$ cat src/hw/rtl/swmq_pkg.sv
// Shared constants, types and index helpers for the sliding window max queue.
// Used by the controller, the top level and the port checker.
package swmq_pkg;

	localparam int DEPTH       = 256;
	localparam int VALUE_WIDTH = 32;
	localparam int AW          = $clog2(DEPTH);
	localparam int CW          = $clog2(DEPTH + 1);

	localparam logic [1:0] CMD_PUSH  = 2'd0;
	localparam logic [1:0] CMD_POP   = 2'd1;
	localparam logic [1:0] CMD_CLEAR = 2'd2;
	localparam logic [1:0] CMD_READ  = 2'd3;

	localparam logic [1:0] ERR_OK    = 2'd0;
	localparam logic [1:0] ERR_EMPTY = 2'd1;
	localparam logic [1:0] ERR_FULL  = 2'd2;

	typedef struct packed {
		logic                   we;
		logic [AW-1:0]          waddr;
		logic [VALUE_WIDTH-1:0] wdata;
		logic                   re;
		logic [AW-1:0]          raddr;
	} mem_req_t;

	// Circular index: base + off, wrapped once at DEPTH (base < DEPTH, off <= DEPTH).
	function automatic logic [AW-1:0] wrap_add(logic [AW-1:0] base, logic [CW-1:0] off);
		logic [CW:0] s;
		s = (CW+1)'(base) + (CW+1)'(off);
		if (s >= (CW+1)'(DEPTH)) begin
			s = s - (CW+1)'(DEPTH);
		end
		return s[AW-1:0];
	endfunction

endpackage

$ cat src/hw/rtl/swmq_ctrl.sv
// Sequencer for the max queue: heads, counts, cached maximum and result registers.
// Drives read/write requests to the FIFO and deque RAMs; depends on swmq_pkg.
module swmq_ctrl (
	input  logic                            clk,
	input  logic                            arst_n,
	input  logic                            start,
	input  logic [1:0]                      cmd,
	input  logic [swmq_pkg::VALUE_WIDTH-1:0] value,
	output logic                            busy,
	output logic                            done,
	output logic [swmq_pkg::VALUE_WIDTH-1:0] max_value,
	output logic                            is_empty,
	output logic [swmq_pkg::CW-1:0]         count,
	output logic [1:0]                      error,
	output swmq_pkg::mem_req_t              fifo_req,
	output swmq_pkg::mem_req_t              deq_req,
	input  logic [swmq_pkg::VALUE_WIDTH-1:0] fifo_rdata,
	input  logic [swmq_pkg::VALUE_WIDTH-1:0] deq_rdata
);
	import swmq_pkg::*;

	localparam logic [1:0] ST_IDLE = 2'd0;
	localparam logic [1:0] ST_SCAN = 2'd1;
	localparam logic [1:0] ST_POP  = 2'd2;

	logic [1:0]             state_q, state_n;
	logic [AW-1:0]          fhead_q, fhead_n, dhead_q, dhead_n;
	logic [CW-1:0]          fcount_q, fcount_n, dcount_q, dcount_n;
	logic [VALUE_WIDTH-1:0] max_q, max_n, val_q, val_n;
	logic                   finish;
	logic [1:0]             err_n;

	function automatic logic [CW-1:0] back_off(logic [CW-1:0] n);
		return (n == '0) ? '0 : n - CW'(1);
	endfunction

	always_comb begin
		state_n  = state_q;
		fhead_n  = fhead_q;
		dhead_n  = dhead_q;
		fcount_n = fcount_q;
		dcount_n = dcount_q;
		max_n    = max_q;
		val_n    = val_q;
		finish   = 1'b0;
		err_n    = ERR_OK;
		fifo_req = '0;
		deq_req  = '0;

		case (state_q)
			ST_IDLE: begin
				if (start) begin
					case (cmd)
						CMD_PUSH: begin
							if (fcount_q == CW'(DEPTH)) begin
								err_n  = ERR_FULL;
								finish = 1'b1;
							end else begin
								fifo_req.we    = 1'b1;
								fifo_req.waddr = wrap_add(fhead_q, fcount_q);
								fifo_req.wdata = value;
								fcount_n       = fcount_q + CW'(1);
								// fetch the deque back for the first compare
								deq_req.re     = 1'b1;
								deq_req.raddr  = wrap_add(dhead_q, back_off(dcount_q));
								val_n          = value;
								state_n        = ST_SCAN;
							end
						end
						CMD_POP: begin
							if (fcount_q == '0) begin
								err_n  = ERR_EMPTY;
								finish = 1'b1;
							end else begin
								fifo_req.re    = 1'b1;
								fifo_req.raddr = fhead_q;
								// prefetch the next deque head in case this one leaves
								deq_req.re     = 1'b1;
								deq_req.raddr  = wrap_add(dhead_q, CW'(1));
								state_n        = ST_POP;
							end
						end
						CMD_CLEAR: begin
							fhead_n  = '0;
							dhead_n  = '0;
							fcount_n = '0;
							dcount_n = '0;
							finish   = 1'b1;
						end
						default: begin
							finish = 1'b1;
						end
					endcase
				end
			end
			ST_SCAN: begin
				if (dcount_q != '0 && deq_rdata < val_q) begin
					// drop the smaller back entry, fetch the one before it
					dcount_n      = dcount_q - CW'(1);
					deq_req.re    = 1'b1;
					deq_req.raddr = wrap_add(dhead_q, back_off(dcount_n));
				end else begin
					deq_req.we    = 1'b1;
					deq_req.waddr = wrap_add(dhead_q, dcount_q);
					deq_req.wdata = val_q;
					dcount_n      = dcount_q + CW'(1);
					if (dcount_q == '0) begin
						max_n = val_q;
					end
					finish  = 1'b1;
					state_n = ST_IDLE;
				end
			end
			ST_POP: begin
				if (dcount_q != '0 && fifo_rdata == max_q) begin
					dhead_n  = wrap_add(dhead_q, CW'(1));
					dcount_n = dcount_q - CW'(1);
					max_n    = deq_rdata;
				end
				fhead_n  = wrap_add(fhead_q, CW'(1));
				fcount_n = fcount_q - CW'(1);
				finish   = 1'b1;
				state_n  = ST_IDLE;
			end
			default: begin
				state_n = ST_IDLE;
			end
		endcase
	end

	always_ff @(posedge clk or negedge arst_n) begin
		if (!arst_n) begin
			state_q  <= ST_IDLE;
			fhead_q  <= '0;
			dhead_q  <= '0;
			fcount_q <= '0;
			dcount_q <= '0;
			done     <= 1'b0;
			is_empty <= 1'b1;
			count    <= '0;
			error    <= ERR_OK;
		end else begin
			state_q  <= state_n;
			fhead_q  <= fhead_n;
			dhead_q  <= dhead_n;
			fcount_q <= fcount_n;
			dcount_q <= dcount_n;
			done     <= finish;
			if (finish) begin
				is_empty <= (fcount_n == '0);
				count    <= fcount_n;
				error    <= err_n;
			end
		end
	end

	always_ff @(posedge clk) begin
		max_q <= max_n;
		val_q <= val_n;
		if (finish) begin
			max_value <= (fcount_n != '0 && dcount_n != '0) ? max_n : '0;
		end
	end

	assign busy = (state_q != ST_IDLE);

endmodule

$ cat config.mk
export PLATFORM = sky130hd
export DESIGN_NAME = swmq_ctrl
export DESIGN_NICKNAME = d
export VERILOG_FILES = /design/src/hw/rtl/swmq_pkg.sv /design/src/hw/rtl/swmq_ctrl.sv
export SDC_FILE = /design/constraint.sdc
export NUM_CORES = 1
export LEC_CHECK = 0
export BUFFER_PORTS_ARGS = -buffer_cell sky130_fd_sc_hd__buf_2
export CORE_MARGIN = 5
export CORE_UTILIZATION = 50
export CTS_CLUSTER_SIZE = 16
export DETAILED_ROUTE_END_ITERATION = 10
export MAX_ROUTING_LAYER = met4
export PLACE_DENSITY = 0.78
export SYNTH_ARGS = -nofsm -noshare
export SYNTH_HDL_FRONTEND = slang
export SYNTH_SLANG_ARGS = --single-unit
$ cat constraint.sdc
create_clock -name clk -period 5.32 [get_ports clk]
set_input_delay 1.33 -clock clk [delete_from_list [all_inputs] [get_ports clk]]
set_output_delay 1.33 -clock clk [all_outputs]
set_load 0.005 [all_outputs]
After elaboration in Yosys (flattened, before gate mapping)
Index checks and enable logic that the tools add are counted.
{ "classes": {"bitwise": 1, "n_addsub": 17, "muxes": 57, "n_lt_le_gt_ge": 7, "eq_ne": 13, "reduce_logical": 18} }
{ "ops": {"columns": ["op", "count"], "rows": [
  ["2-to-1 mux 41 bit", 4],
  ["2-to-1 mux 9 bit", 14],
  ["2-to-1 mux 50 bit", 2],
  ["2-to-1 mux 32 bit", 3],
  ["2-to-1 mux 8 bit", 9],
  ["case mux 9 bit (2 select lines)", 4],
  ["case mux 32 bit (2 select lines)", 1],
  ["subtractor 8 x 1 -> 8 bit, second input constant", 6],
  ["adder 8 x 9 -> 10 bit", 4],
  [">= comparator 10 x 9 -> 1 bit, second input constant", 4],
  ["logical NOT 9 bit", 4],
  ["equality test 32 bit", 1],
  ["< comparator 32 bit", 1],
  ["case mux 8 bit (2 select lines)", 2],
  ["case mux 9 bit (3 select lines)", 1],
  ["nonzero test 9 bit", 3],
  ["subtractor 9 x 1 -> 9 bit, second input constant", 3],
  ["adder 8 x 1 -> 9 bit, second input constant", 2],
  ["adder 9 x 1 -> 9 bit, second input constant", 2],
  [">= comparator 9 bit, second input constant", 2],
  ["2-to-1 mux 2 bit", 7],
  ["case mux 2 bit (2 select lines)", 3],
  ["equality test 9 bit, second input constant", 1],
  ["AND reduction 4 bit", 2],
  ["15 further kinds", 28]
]} }
{ "totals": {"in_bits": 101, "register_bits": 145} }

Depth between registers and ports, before layout
{ "depth": {"word_depth": 9, "mapped_depth": 22} }

Worst setup path after synthesis
No wires, ideal clock.
{ "synth_path": {"path_kind": "flip-flop to output port", "startpoint": "reg dcount_q[0]", "endpoint": "out deq_req[7] (netlist bit)", "stages_incl_launch_ff": 22, "t_arrival_ns": 3.858, "slack_ns": 0.132, "cell_sequence": "dfrtp_1 clkbuf_1 inv_1 ha_1 nand2b_1 nor2_1 xnor2_1 nand3_1 nor3_1 and3_1 clkbuf_1 nand2b_1 inv_1 ha_1 a21o_1 a21oi_1 o21bai_1 a21oi_1 o21bai_1 a21oi_1 xnor2_1 o22ai_1"} }
{ "synth_rtl": {"columns": ["item", "line", "source"], "rows": [
  ["start, declared", "swmq_ctrl.sv:28", "logic [CW-1:0] fcount_q, fcount_n, dcount_q, dcount_n;"],
  ["start signal, assigned", "swmq_ctrl.sv:147", "dcount_q <= dcount_n;"],
  ["end, declared", "swmq_ctrl.sv:16", "output swmq_pkg::mem_req_t deq_req,"]
]} }

==> metrics.md <==
| Metric | Value |
|---|---|
| Count of state elements after synthesis | 145 |
| Max-cap violations | 0 |
| Tmin final | 5.26 ns |
| Area contributors post-synth | edfxtp_1 (19%), dfrtp_1 (12%), ha_1 (9.2%), dfxtp_1 (6.4%), xor2_1 (4.7%) |
| Placed cell count | 1,588 |
| GRT Max-Usage Layer | met2 |
| Max Freq | 190 MHz |
| Worst-Skew Late Latency | 0.43 ns |
| Post-layout util | 0.639 |
| Commonest cells after routing, fill and taps aside | buf_2 (246), nor2_1 (98), nand2_1 (88) |
| Final worst path period share | 0.989 |
| Tightest Pin Transition | 1.17 ns |
| Grt total ovfl | 0 |
| Ys async rst share | 0.338 |
| Reg2Reg Capture Point | max_value[1] |
| Met2 Track Usage GR | 0.454 |
| Sequential area share after synthesis | 0.377 |
| Initial DRC count | 696 |
| Placed instance area | 11,800 um2 |
| Ys flop type | edfxtp_1 |
| Synth-to-layout area growth | 24.9% |
| Max Root-Sink Buffers | 2 |
| Hold_sp | is_empty |
| CP Launch Type | register |
| DP HPWL | 23,700 um |
| WL per Instance | 19.4 um |
| Worst EP required | 3.99 ns |
| Synth top area share | 0.191 |
| Detailed-route DRC error count | 0 |
| CTS Buf Count | 17 |
| Critical path arrival | 3.93 ns |
| GRT Resource Usage Total | 0.271 |
| RSZ-0062 raised after global routing | yes |
| Worst IR drop on VDD | 0.395 mV |
| Crit end category | output pin |
| CP Class | reg2out |
| Slew HR | 0.219 |
| Width of the die | 152 um |
| Post-synth EDFFs | 64 |
| Syn_area_per_cell | 9.26 um2 |
| Ports | 247 |
| Antenna violations before repair | 1 |
| Final Instance Area | 12,600 um2 |
| Sink Count | 145 |
| Post-synth top area cell | edfxtp_1 |
| Core Area | 19,700 um2 |
| Nets | 1,531 |
| WL final | 31,700 um |
| Routed Antenna Nets | 0 |
| Hold path endpoint | is_empty |
| Standard-cell rows | 51 |
| Vias in the first global route | 9,407 |
| Worst R2R Setup Slack | 0.95 ns |
| Distinct cell type count after synthesis | 70 |
| Setup violators final | 0 |
| Warnings from Yosys | 0 |
| Global-route wire length before repair | 49,500 um |
| Met3 Use GR | 0.0562 |
| 1st-pass router iterations | 5 |
| Worst Reg-to-Reg Cells | 13 |
| Die area | 23,100 um2 |
| Pin count of the biggest net entering global routing | 50 |
| CTS tree | yes |
| Routed vias/inst | 5.73 |
| CTS Hold Bufs | 0 |
| Hold Path Stages | 2 |
| Buffers added on ports | 246 |
| HP Class | reg2reg |
| Htree depth | 4 |
| Die height | 152 um |
| M1 GR Usage | 0.330 |
| Clock slew at reported path FFs | 0.06 ns |
| Cell area after synthesis | 10,100 um2 |
| Leak | 0.00600 uW |
| Final hold vios | 0 |
| Critical R2R Launch | dcount_q[3] |
| Status | finished clean |
| Pwr dens | 539 nW/um2 |
| Routed via count | 9,340 |
| CP Launch Point | dcount_q[3] |
| Clock Skews | 0.0127 ns |
| Non-filler instance count after layout | 1,631 |
| Commonest non-fill, non-tap cell in the layout | buf_2 |
| Post-Synthesis Cells | 1,087 |
| Layout cells sized above 1 | 0.292 |
| Worst-path fanout max | 4 |
| Initial Util | 0.512 |
| Buffer type at the clock tree root | clkbuf_16 |
| Final Slew Violations | 0 |
| Final RePlAce weighted congestion | 0.933 |
| Post-Syn Nets | 1,266 |
| Setup_tns | 0 ns |
==> report_power, final <==
part	internal, uW	switching (uW)	leakage (uW)
clock network	736	508	0.000278
registers	1550	277	0.00152
logic	1460	2250	0.00421
total	3750	3030	0.00600
==> registers in the layout, indices dropped and copies added, names as in the netlist, 8 cells and up <==
| signal | flops |
|---|---|
| val_q | 32 |
| dcount_q | 9 |
| max_q | 32 |
| fcount_q | 9 |
| fhead_q | 8 |
| dhead_q | 8 |
| count | 9 |
| max_value | 32 |
==> through the flow <==
| step | total power, uW | hold WS, ns | worst slack [ns] |
|---|---|---|---|
| after floorplan | 4100 | 0.455 | 0.132 |
| after global placement | 5270 | 0.459 | 0.272 |
| after detailed placement | 5330 | 0.464 | 0.208 |
| after CTS | 6660 | 0.473 | -0.0210 |
| after global routing | 7170 | 0.504 | -0.133 |
| final | 6780 | 0.475 | 0.0608 |
==> cell type report <==
cell class / instances / area, um2
Antenna cell: 1 / 2.50
Clock buffer: 18 / 429
Clock inverter: 14 / 164
Fill cell: 1651 / 7090
Inverter: 68 / 258
Multi-Input combinational cell: 821 / 5920
Sequential cell: 145 / 3790
Tap cell: 265 / 332
Timing Repair Buffer: 299 / 1670
==> layer usage <==
metal	vias up	routed length, um
met1	4418	12700
met5	-	0
met2	466	15700
met3	70	2470
li1	4386	-
met4	0	787
==> worst max-delay path, cell delays in order, from the launching register on <==
cell,delay [ns]
dfrtp_1,0.37
or4_4,0.56
or4_4,0.52
nand2_4,0.09
nor3_4,0.04
and3_4,0.15
buf_6,0.12
nor2_4,0.13
ha_4,0.16
inv_4,0.03
fa_2,0.38
inv_2,0.06
a21oi_2,0.05
o21bai_1,0.18
a21oi_1,0.09
nor2_1,0.11
nor2_1,0.07
xor2_1,0.13
o22ai_1,0.11
buf_2,0.14
==> repair_timing <==
action,in CTS,in global routing
setup endpoints to repair,2,4
gates resized for setup,15,17
setup buffers,2,8
pin swaps,3,17
gates cloned,0,0
==> Yosys cell counts, types with 5 or more instances <==
library cell and count:
nand2_1 89, inv_1 65, nor2b_2 30, nor3_1 10, a221o_1 6, dfxtp_1 32, nand2b_1 10, o22ai_1 10
buf_1 6, nor2b_1 6, nand4_1 11, a22oi_1 10, a22o_1 33, xor2_1 54, xnor2_1 41, ha_1 74
o21ai_0 47, nor4_1 15, nor2_1 100, nor3b_1 6, dfrtp_1 48, o21bai_1 13, nand3_1 23, mux2i_1 34
a211oi_1 5, a21o_1 7, clkbuf_1 41, a21oi_1 44, and2_1 50, o21ai_1 19, buf_6 5, o31ai_1 8
and3_1 9, edfxtp_1 64
==> cell families (layout without fill, tap and decap cells) <==
family | count (synthesis) | after routing | share of synthesized area
adder cells (fa/ha/maj) | 78 | 78 | 0.100
XOR/XNOR | 95 | 95 | 0.0827
AND/OR/NAND/NOR | 382 | 382 | 0.203
multiplexers | 34 | 34 | 0.0338
AO/OA/AOI/OAI | 232 | 232 | 0.155
buffers and inverters | 121 | 399 | 0.0490
flip-flops | 145 | 145 | 0.377
other | 0 | 1 | 0
==> how the worst max path moves through the flow <==
stage                         end  cells past startpoint
floorplan              deq_req[7]                     21
global placement     max_value[1]                     13
detailed placement  max_value[29]                     13
CTS                    deq_req[6]                     21
global route           deq_req[6]                     19
finish                 deq_req[6]                     19
Power figures use the tool's default switching activity.
